==> config.mk <==
export PLATFORM = sky130hd
export DESIGN_NAME = pde_sq_accum
export DESIGN_NICKNAME = d
export VERILOG_FILES = /design/src/rtl/core/pde_pkg.sv /design/src/rtl/core/pde_sq_accum.sv
export SDC_FILE = /design/constraint.sdc
export NUM_CORES = 2
export LEC_CHECK = 0
export BUFFER_PORTS_ARGS = -buffer_cell sky130_fd_sc_hd__buf_2
export CAP_MARGIN = 10
export CELL_PAD_IN_SITES_DETAIL_PLACEMENT = 0
export CELL_PAD_IN_SITES_GLOBAL_PLACEMENT = 2
export CORE_MARGIN = 5
export CORE_UTILIZATION = 29
export DETAILED_ROUTE_END_ITERATION = 8
export GPL_ROUTABILITY_DRIVEN = 0
export PLACE_DENSITY_LB_ADDON = 0.12
export SLEW_MARGIN = 20
export SYNTH_ARGS = -nofsm -noshare
export SYNTH_HDL_FRONTEND = slang
export SYNTH_SLANG_ARGS = --single-unit
==> constraint.sdc <==
create_clock -name clk -period 8.5 [get_ports clk]
set_input_delay 1.7 -clock clk [delete_from_list [all_inputs] [get_ports clk]]
set_output_delay 1.7 -clock clk [all_outputs]
set_load 0.01 [all_outputs]
==> src/rtl/core/pde_pkg.sv <==
// Package with the shared types, widths and helper functions of the pairwise distance engine.
`default_nettype none

package pde_pkg;

    localparam int COORD_W    = 24;
    localparam int DIFF_W     = COORD_W + 1;
    localparam int SUM_W      = 2 * DIFF_W;
    localparam int DIST_W     = 25;
    localparam int IDX_OUT_W  = 6;
    localparam int IN_DATA_W  = 3 * COORD_W;
    localparam int OUT_DATA_W = 40;
    localparam int OUT_PAD_W  = OUT_DATA_W - 2 * IDX_OUT_W - DIST_W;

    typedef enum logic [2:0] {
        S_IDLE,
        S_STORE,
        S_FETCH,
        S_SUM,
        S_ROOT,
        S_OUT,
        S_OVF
    } pde_state_t;

    typedef enum logic [1:0] {
        CRD_X,
        CRD_Y,
        CRD_Z
    } coord_sel_t;

    typedef struct packed {
        logic valid;
        logic first;
        logic last;
    } pde_term_ctl_t;

    function automatic coord_sel_t sel_advance(input coord_sel_t sel);
        coord_sel_t nxt;
        case (sel)
            CRD_X:   nxt = CRD_Y;
            CRD_Y:   nxt = CRD_Z;
            CRD_Z:   nxt = CRD_X;
            default: nxt = CRD_X;
        endcase
        return nxt;
    endfunction

    function automatic logic [COORD_W-1:0] coord_mux(
        input coord_sel_t         sel,
        input logic [COORD_W-1:0] x,
        input logic [COORD_W-1:0] y,
        input logic [COORD_W-1:0] z
    );
        logic [COORD_W-1:0] res;
        case (sel)
            CRD_X:   res = x;
            CRD_Y:   res = y;
            CRD_Z:   res = z;
            default: res = x;
        endcase
        return res;
    endfunction

endpackage

`default_nettype wire

==> src/rtl/core/pde_sq_accum.sv <==
// Shared difference, square and accumulate unit that sums one squared term per coordinate.
`default_nettype none

module pde_sq_accum
    import pde_pkg::*;
(
    input  wire logic               clk,
    input  wire logic               rst_n,
    input  wire pde_term_ctl_t      term_ctl,
    input  wire logic [COORD_W-1:0] new_coord,
    input  wire logic [COORD_W-1:0] old_coord,
    output logic      [SUM_W-1:0]   sum,
    output logic                    sum_done
);

    logic signed [DIFF_W-1:0] diff;
    logic        [DIFF_W-1:0] mag;
    logic        [SUM_W-1:0]  sq_prod;

    pde_term_ctl_t            ctl1_reg;
    pde_term_ctl_t            ctl2_reg;
    logic        [DIFF_W-1:0] mag_reg;
    logic        [SUM_W-1:0]  sq_reg;
    logic        [SUM_W-1:0]  acc_reg;
    logic                     done_reg;

    assign diff    = $signed({new_coord[COORD_W-1], new_coord})
                   - $signed({old_coord[COORD_W-1], old_coord});
    assign mag     = diff[DIFF_W-1] ? DIFF_W'(-diff) : DIFF_W'(diff);
    assign sq_prod = SUM_W'(mag_reg) * SUM_W'(mag_reg);

    always_ff @(posedge clk or negedge rst_n)
    begin
        if (!rst_n)
        begin
            ctl1_reg <= '0;
            ctl2_reg <= '0;
            done_reg <= 1'b0;
        end
        else
        begin
            ctl1_reg <= term_ctl;
            ctl2_reg <= ctl1_reg;
            done_reg <= ctl2_reg.valid & ctl2_reg.last;
        end
    end

    always_ff @(posedge clk)
    begin
        if (term_ctl.valid)
        begin
            mag_reg <= mag;
        end
        if (ctl1_reg.valid)
        begin
            sq_reg <= sq_prod;
        end
        if (ctl2_reg.valid)
        begin
            acc_reg <= ctl2_reg.first ? sq_reg : acc_reg + sq_reg;
        end
    end

    assign sum      = acc_reg;
    assign sum_done = done_reg;

endmodule

`default_nettype wire

==> impl_metrics.yaml <==
clock_network:
  cts_tree: "yes"
  clk_path_buf_depth: 2
  cts.sinks: 131
  clk_pin_slew_ps: 80
  clockRootBuffer: "clkbuf_16"
  numCtsBuffers: 17
  htree_levels: 4
  clkLatencyLatePin_ps: 490
worst_setup_path:
  arrival_ps: 8280
  critPathKind: "flip-flop to flip-flop"
  critPathLaunchType: "flip-flop"
  cp_slowest_cell: "fa_1"
  crit_path_frequent_cell: "fa_1"
  reg2reg_depth: 25
  crit_path_max_incr_delay_ps: 560
  critical-path-top-delay-family: "adder cells"
  crit_required_ps: 8730
  crit_cells: 25
  end_kind: "flip-flop"
  cp.buffers_inverters: 6
  crit_fanout: 25
logic_synthesis:
  synthArstFlopShare_pct: 5.344
  syn_inst: 2882
  synth_fp_nets: 3666
  ys_seq_area_share_pct: 14.64
  synth_seq_cells: 131
  synth_top_area_share_pct: 35.11
  ys.flop_type: "edfxtp_1"
  synth_edf_count: 124
  synth_top_cell_by_area: "fa_1"
  netlist_area_um2: 26630
  yosys_warnings: 0
  avgSynthCellArea_um2: 9.240
  yosysUniqueCellTypes: 68
  synthTopCellsByArea: "fa_1 35%, edfxtp_1 14%, ha_1 12%"
global_routing:
  grt_remaining_overflow: 0
  grt_start_max_net_pins: 86
  grt_pass1_wl_um: 122900
  grtUsageTotal_pct: 16.07
  grt_pass1_vias: 21217
  antenna_found_initial: 0
timing:
  post-route-period-util_pct: 94.72
  rsz0062_at_grt: "no"
  setup_tns_ps: 0
  fin_ws_ps: 449.0
  tightest_slew_ps: 940.3
  setup_viol_count_final: 0
  fin_skew_ps: 27.78
  fmax_mhz: 124.2
  hold_violations: 0
  min_period_ps: 8051
  slew_headroom_pct: 36.52
  drv_slew: 0
status:
  outcome: "complete, no violations"
floorplanning:
  rows: 111
  core_um2: 91390
  die_y_um: 313.0
  ios: 104
  die_w_um: 313.0
  die_area_um2: 97990
  initial_utilization_pct: 29.14
finish:
  fin_nets: 3764
  layout_common_cells: "715 x inv_1, 467 x fa_1, 276 x nand2_1, 264 x ha_1, 135 x and2_1"
  layout_commonest_cell: "inv_1"
  antenna_cells: 0
  syn_to_final_growth_pct: 10.43
  fillers: 9679
  stdcell_count: 4179
  largest_reg_flops: 50
  layout-drive-gt1-share_pct: 7.685
routing:
  drtPass1Iterations: 5
  post_drt_wl_per_cell_um: 18.41
  final_antenna_net_count: 0
  drt-initial-drc-count: 792
  wirelength_um: 76950
  route.detailed.drc: 0
  vias: 18702
  viasPerCell: 4.475
placement:
  dp.cells: 4147
  hpwl_um: 65250
  port_buffers: 103
  pre_cts_ws_ps: 169.4
hold_path:
  holdPathStages: 0
  hold_path.class: "flip-flop to flip-flop"
job:
  maxCapViolCount: 0
-- metal layers --
| metal | track usage, % | wire length [µm] | vias up |
|---|---|---|---|
| met4 | 3.161 | 1148 | 0 |
| li1 | - | - | 9169 |
| met1 | 23.38 | 39150 | 9261 |
| met5 | 0 | 0 | - |
| met3 | 1.759 | 1517 | 48 |
| met2 | 26.13 | 35140 | 224 |
-- cells in the mapped netlist (59+ instances only) --
cell type / n
a21o_1: 70
a21oi_1: 126
and2_1: 135
clkbuf_1: 91
edfxtp_1: 124
fa_1: 467
ha_1: 264
inv_1: 715
nand2_1: 276
nor2_1: 97
o21ai_0: 97
xnor2_1: 81
xor2_1: 59
-- repair_timing --
action / in CTS / in global routing
hold buffers: 0 / 0
gates resized for setup: 0 / 2
buffers inserted: 0 / 0
setup endpoints to repair: 0 / 6
-- final cells by class --
type | instances | area (µm²) | area share, %
multi-input cells | 1944 | 19710 | 67.03
well taps | 1186 | 1484 | 5.046
inverters | 715 | 2684 | 9.126
clock buffers | 17 | 425.4 | 1.447
repair buffers | 171 | 1026 | 3.489
flip-flops and latches | 131 | 3905 | 13.28
clock inverters | 15 | 172.7 | 0.5872
-- worst reg2reg max path, stage by stage (launching register included) --
cell	delay, ps
edfxtp_1	350
buf_4	390
and2_1	240
inv_1	70
fa_1	530
inv_1	60
fa_1	530
inv_1	50
fa_1	490
fa_1	510
inv_1	60
fa_1	560
fa_1	430
fa_1	450
ha_1	420
a21oi_1	290
o21ai_0	230
or4_1	520
a31oi_2	390
nor4_1	130
buf_4	180
o21ai_0	260
nand2b_1	130
a21oi_1	260
o21ai_0	160
xnor2_1	140
-- kinds of logic after synthesis --
| kind of cell | share of synthesized area [%] |
|---|---|
| AO/OA/AOI/OAI | 10.07 |
| adder cells (fa/ha/maj) | 47.51 |
| AND/OR/NAND/NOR | 11.59 |
| multiplexers | 0.2067 |
| XOR/XNOR | 4.604 |
| flip-flops | 14.64 |
| buffers and inverters | 11.38 |
-- final timing paths --
check                      slack (ps)   startpoint           to
max                               450  mag_reg[15]   sq_reg[49]
min                               350  ctl1_reg[1]  ctl2_reg[1]
max reg2reg                       450  mag_reg[15]   sq_reg[49]
min reg2reg                       350  ctl1_reg[1]  ctl2_reg[1]
max in group asynchronous        7290        rst_n  ctl1_reg[2]
min in group asynchronous        1040        rst_n  ctl1_reg[0]
-- through the flow --
stage	util, %	instance area (µm²)	hold slack (ps)
floorplan	-	26630	331.2
global placement	31.51	28800	335.2
detailed placement	31.51	28800	337.2
CTS	32.17	29400	352.8
global route	32.18	29410	366.5
finish	32.18	29410	350.3
Power is left out: the tool's default activity adds up to more than one toggle a clock period on the data nets, which glitch-free logic cannot reach.
