[src/rtl/core/pde_pkg.sv]
// Package with the shared types, widths and helper functions of the pairwise distance engine.
`default_nettype none

package pde_pkg;

    localparam int COORD_W    = 24;
    localparam int DIFF_W     = COORD_W + 1;
    localparam int SUM_W      = 2 * DIFF_W;
    localparam int DIST_W     = 25;
    localparam int IDX_OUT_W  = 6;
    localparam int IN_DATA_W  = 3 * COORD_W;
    localparam int OUT_DATA_W = 40;
    localparam int OUT_PAD_W  = OUT_DATA_W - 2 * IDX_OUT_W - DIST_W;

    typedef enum logic [2:0] {
        S_IDLE,
        S_STORE,
        S_FETCH,
        S_SUM,
        S_ROOT,
        S_OUT,
        S_OVF
    } pde_state_t;

    typedef enum logic [1:0] {
        CRD_X,
        CRD_Y,
        CRD_Z
    } coord_sel_t;

    typedef struct packed {
        logic valid;
        logic first;
        logic last;
    } pde_term_ctl_t;

    function automatic coord_sel_t sel_advance(input coord_sel_t sel);
        coord_sel_t nxt;
        case (sel)
            CRD_X:   nxt = CRD_Y;
            CRD_Y:   nxt = CRD_Z;
            CRD_Z:   nxt = CRD_X;
            default: nxt = CRD_X;
        endcase
        return nxt;
    endfunction

    function automatic logic [COORD_W-1:0] coord_mux(
        input coord_sel_t         sel,
        input logic [COORD_W-1:0] x,
        input logic [COORD_W-1:0] y,
        input logic [COORD_W-1:0] z
    );
        logic [COORD_W-1:0] res;
        case (sel)
            CRD_X:   res = x;
            CRD_Y:   res = y;
            CRD_Z:   res = z;
            default: res = x;
        endcase
        return res;
    endfunction

endpackage

`default_nettype wire

[src/rtl/core/pde_isqrt.sv]
// Iterative integer square root that resolves one root bit per clock cycle.
`default_nettype none

module pde_isqrt
    import pde_pkg::*;
(
    input  wire logic              clk,
    input  wire logic              rst_n,
    input  wire logic              start,
    input  wire logic [SUM_W-1:0]  radicand,
    output logic      [DIST_W-1:0] root,
    output logic                   done
);

    localparam int STEPS  = DIST_W;
    localparam int STEP_W = $clog2(STEPS);
    localparam int REM_W  = DIST_W + 1;
    localparam int TRY_W  = REM_W + 2;

    logic              busy_reg;
    logic              done_reg;
    logic [STEP_W-1:0] step_reg;
    logic [SUM_W-1:0]  rad_reg;
    logic [REM_W-1:0]  rem_reg;
    logic [DIST_W-1:0] root_reg;

    logic [TRY_W-1:0]  rem_sh;
    logic [TRY_W-1:0]  trial;
    logic [TRY_W-1:0]  rem_sub;
    logic              take;
    logic [REM_W-1:0]  rem_next;

    assign rem_sh   = {rem_reg, rad_reg[SUM_W-1 -: 2]};
    assign trial    = {1'b0, root_reg, 2'b01};
    assign take     = rem_sh >= trial;
    assign rem_sub  = rem_sh - trial;
    assign rem_next = take ? rem_sub[REM_W-1:0] : rem_sh[REM_W-1:0];

    always_ff @(posedge clk or negedge rst_n)
    begin
        if (!rst_n)
        begin
            busy_reg <= 1'b0;
            done_reg <= 1'b0;
            step_reg <= '0;
        end
        else
        begin
            done_reg <= 1'b0;
            if (start)
            begin
                busy_reg <= 1'b1;
                step_reg <= '0;
            end
            else if (busy_reg)
            begin
                step_reg <= step_reg + 1'b1;
                if (step_reg == STEP_W'(STEPS - 1))
                begin
                    busy_reg <= 1'b0;
                    done_reg <= 1'b1;
                end
            end
        end
    end

    always_ff @(posedge clk)
    begin
        if (start)
        begin
            rad_reg  <= radicand;
            rem_reg  <= '0;
            root_reg <= '0;
        end
        else if (busy_reg)
        begin
            rad_reg  <= {rad_reg[SUM_W-3:0], 2'b00};
            rem_reg  <= rem_next;
            root_reg <= {root_reg[DIST_W-2:0], take};
        end
    end

    assign root = root_reg;
    assign done = done_reg;

endmodule

`default_nettype wire

[config.mk]
export PLATFORM = sky130hd
export DESIGN_NAME = pde_isqrt
export DESIGN_NICKNAME = d
export VERILOG_FILES = /design/src/rtl/core/pde_pkg.sv /design/src/rtl/core/pde_isqrt.sv
export SDC_FILE = /design/constraint.sdc
export NUM_CORES = 1
export LEC_CHECK = 0
export ABC_AREA = 1
export ABC_CLOCK_PERIOD_IN_PS = 3200
export BUFFER_PORTS_ARGS = -buffer_cell sky130_fd_sc_hd__buf_2
export CELL_PAD_IN_SITES_DETAIL_PLACEMENT = 0
export CELL_PAD_IN_SITES_GLOBAL_PLACEMENT = 1
export CORE_MARGIN = 2
export CORE_UTILIZATION = 39
export CTS_BUF_LIST = sky130_fd_sc_hd__clkbuf_8
export DETAILED_ROUTE_END_ITERATION = 8
export PLACE_DENSITY = 0.86
export SYNTH_ARGS = -nofsm -noshare
export SYNTH_HDL_FRONTEND = slang
export SYNTH_SLANG_ARGS = --single-unit
[constraint.sdc]
create_clock -name clk -period 3.2 [get_ports clk]
set_clock_uncertainty 0.2 [all_clocks]
set_input_delay 0.48 -clock clk [delete_from_list [all_inputs] [get_ports clk]]
set_output_delay 0.48 -clock clk [all_outputs]
set_load 0.02 [all_outputs]
==> flow_summary.json <==
{
  "path_clk_slew_ns": 0.11,
  "drt_drc_violations_left": 0,
  "num_io_pins": 79,
  "fillers": 1728,
  "clockBufferDepth": 2,
  "whs_path_depth": 3,
  "max_freq_ghz": 0.383,
  "core_mm2": 0.0159,
  "start_kind": "flop",
  "synthFlopType": "dfxtp_1",
  "dp_cells": 1154,
  "largest_reg_flops": 50,
  "min_to": "rad_reg[1]",
  "timing.hold.ws_ns": 0.139,
  "synth_nets": 964,
  "place_congestion": 0.901,
  "cts_sinks": 108,
  "cp.required_ns": 3.29,
  "status": "finished, final reports clean",
  "slew_viol_final": 0,
  "root_buffer": "clkbuf_8",
  "critPathKind": "reg2reg",
  "netlist_area_mm2": 0.00633,
  "fin_nets": 1032,
  "dpl-instance-area_mm2": 0.00693,
  "synth_seq_area_share": 0.426,
  "synthToLayoutAreaGrowth_pct": 13.0,
  "initial_utilization": 0.398,
  "hpwl_um": 11200,
  "design_area_mm2": 0.00715,
  "synth_largest_area_cell": "edfxtp_1",
  "final_layout_size_suffix_gt1_frac": 0.130,
  "yosys-top-cells-area": "edfxtp_1 24%, nand2_1 22%, dfxtp_1 16%",
  "rsz0062_at_grt": "no",
  "r2r_cells": 13,
  "drtIter0Drc": 298,
  "cap_violations": 0,
  "grt_pass1_wl_um": 26100,
  "drt-pass1-iter-count": 5,
  "ys_types": 37,
  "avgSynthCellArea_um2": 7.18,
  "insertedDiodeCount": 0,
  "peakVddDrop_mv": 0.393,
  "worstMarginPinSlew_ns": 0.667,
  "regArea_mm2": 0.00270,
  "r2r-end": "rem_reg[13]",
  "fin_crit_sh": 0.817,
  "p_leak_uw": 0.00372,
  "cts_buffers": 9,
  "multiInputGateArea_mm2": 0.00302,
  "die_w_um": 131,
  "routed_wl_um": 15100,
  "synth_top_area_frac": 0.237,
  "async_flop_share": 0.0648,
  "syn_inst": 882,
  "final_antenna_net_count": 0,
  "arrival_ns": 2.70,
  "vias": 5495,
  "r2r_start": "root[19]",
  "wl_per_cell_um": 12.9,
  "synth_edf_count": 50,
  "io_buffer_count": 78,
  "finalCriticalPeriod_ns": 2.61,
  "track_usage": 0.186,
  "hp-start": "radicand[1]",
  "powerDensity_mw_per_mm2": 863,
  "die_area_mm2": 0.0173,
  "synth-seq-cells": 108,
  "clk_latency_ns": 0.39,
  "instances_no_fill": 1171,
  "hold_viol_final": 0,
  "grt_max_degree": 70,
  "antenna_found_initial": 1,
  "drt-vias-per-instance": 4.69,
  "postCtsResizedCells": 0,
  "worst-r2r-setup-slack_ns": 0.59,
  "die_y_um": 131,
  "end_kind": "flop",
  "fin_setup_tns_ns": 0,
  "num_rows": 46,
  "cts_tree": "built",
  "finalSetupViolCount": 0,
  "slew_headroom": 0.555,
  "hold_class": "in2reg",
  "grt_pass1_vias": 5332,
  "h-tree-depth": 3,
  "yosysWarnings": 0,
  "overflow": 0,
  "cp_max_fo": 36
}
==> power by group <==
part	switching, µW	internal, µW
Sequential	136	1660
Clock	521	387
Combinational	2270	1200
==> layout by cell type, fill, tap and decap left out, types with 3 or more instances in the layout <==
master and count:
a21oi_1 29, buf_2 78, buf_4 5, clkbuf_8 9, dfrtp_1 7, dfxtp_1 51, edfxtp_1 50, ha_1 29
inv_1 123, inv_6 3, inv_8 3, nand2_1 374, nand2_2 7, nand3_1 24, nand3b_1 4, nand4_1 20
nor2_1 52, nor2_4 5, nor3_1 4, o211ai_1 7, o21ai_0 11, o22ai_1 24, xnor2_1 11, xor2_1 3
==> critical path, stage by stage (launching register included) <==
cell and delay [ns]:
dfxtp_1 0.34, inv_1 0.07, ha_1 0.43, nand2_1 0.13
nand2_1 0.06, nand3_1 0.06, nand2_1 0.07, nand2_1 0.07
nand3_2 0.09, nor2_4 0.29, nand2_8 0.22, or2_2 0.33
nand3_1 0.08, nand2_1 0.05
==> Yosys cell counts (3+ instances only) <==
cell,instances
nand3_1,24
dfrtp_1,7
nor2_1,52
a21oi_1,29
nor3_1,4
o21ai_0,11
o22ai_1,24
nand2_1,374
dfxtp_1,51
nand3b_1,4
buf_4,3
ha_1,29
inv_1,123
edfxtp_1,50
xnor2_1,11
o211ai_1,7
nand4_1,20
xor2_1,3
nand2_2,7
clkbuf_1,21
nor2_4,5
==> cell type report <==
class | count | area share
Clock buffer | 9 | 0.0173
Clock inverter | 7 | 0.0126
Inverter | 125 | 0.0656
Multi-Input combinational cell | 620 | 0.423
Sequential cell | 108 | 0.377
Tap cell | 216 | 0.0378
Timing Repair Buffer | 86 | 0.0668
==> how the worst max path moves through the flow <==
stage	from	endpoint	slack, ns	depth (start not counted)
after floorplan	start	rad_reg[0]	0.04	4
after global placement	root[19]	rem_reg[13]	0.67	13
after detailed placement	root[17]	rem_reg[22]	0.64	12
after CTS	root[17]	rem_reg[13]	0.61	11
after global routing	root[0]	rem_reg[22]	0.39	14
final	root[19]	rem_reg[13]	0.59	13
==> per-layer routing <==
metal  part of all wire  wire length, µm  GRT usage  vias to the layer above
met2               0.44             6640      0.301                      102
met3              0.056              844     0.0448                       20
met1               0.48             7310      0.245                     2453
met4              0.019              285     0.0586                        2
li1                   -                -          -                     2918
met5            0.00086               13          0                        -
==> repair_timing <==
item | CTS | global route
endpoints found under the hold margin | 7 | 0
setup buffers | 0 | 0
hold buffers | 1 | 0
==> logic make-up after synthesis <==
kind of cell / synth area share
XOR/XNOR: 0.0194
buffers and inverters: 0.0963
adder cells (fa/ha/maj): 0.0573
flip-flops: 0.426
AO/OA/AOI/OAI: 0.0716
AND/OR/NAND/NOR: 0.329
==> stage by stage <==
stage	total power, µW	worst slack, ns	utilization
4_1_cts	6230	0.612	0.450
2_1_floorplan	4570	0.0430	-
6_report	6170	0.587	0.450
5_1_grt	6810	0.395	0.450
3_5_place_dp	5290	0.639	0.436
3_3_place_gp	5270	0.672	0.436
(Power assumes the default switching activity.)
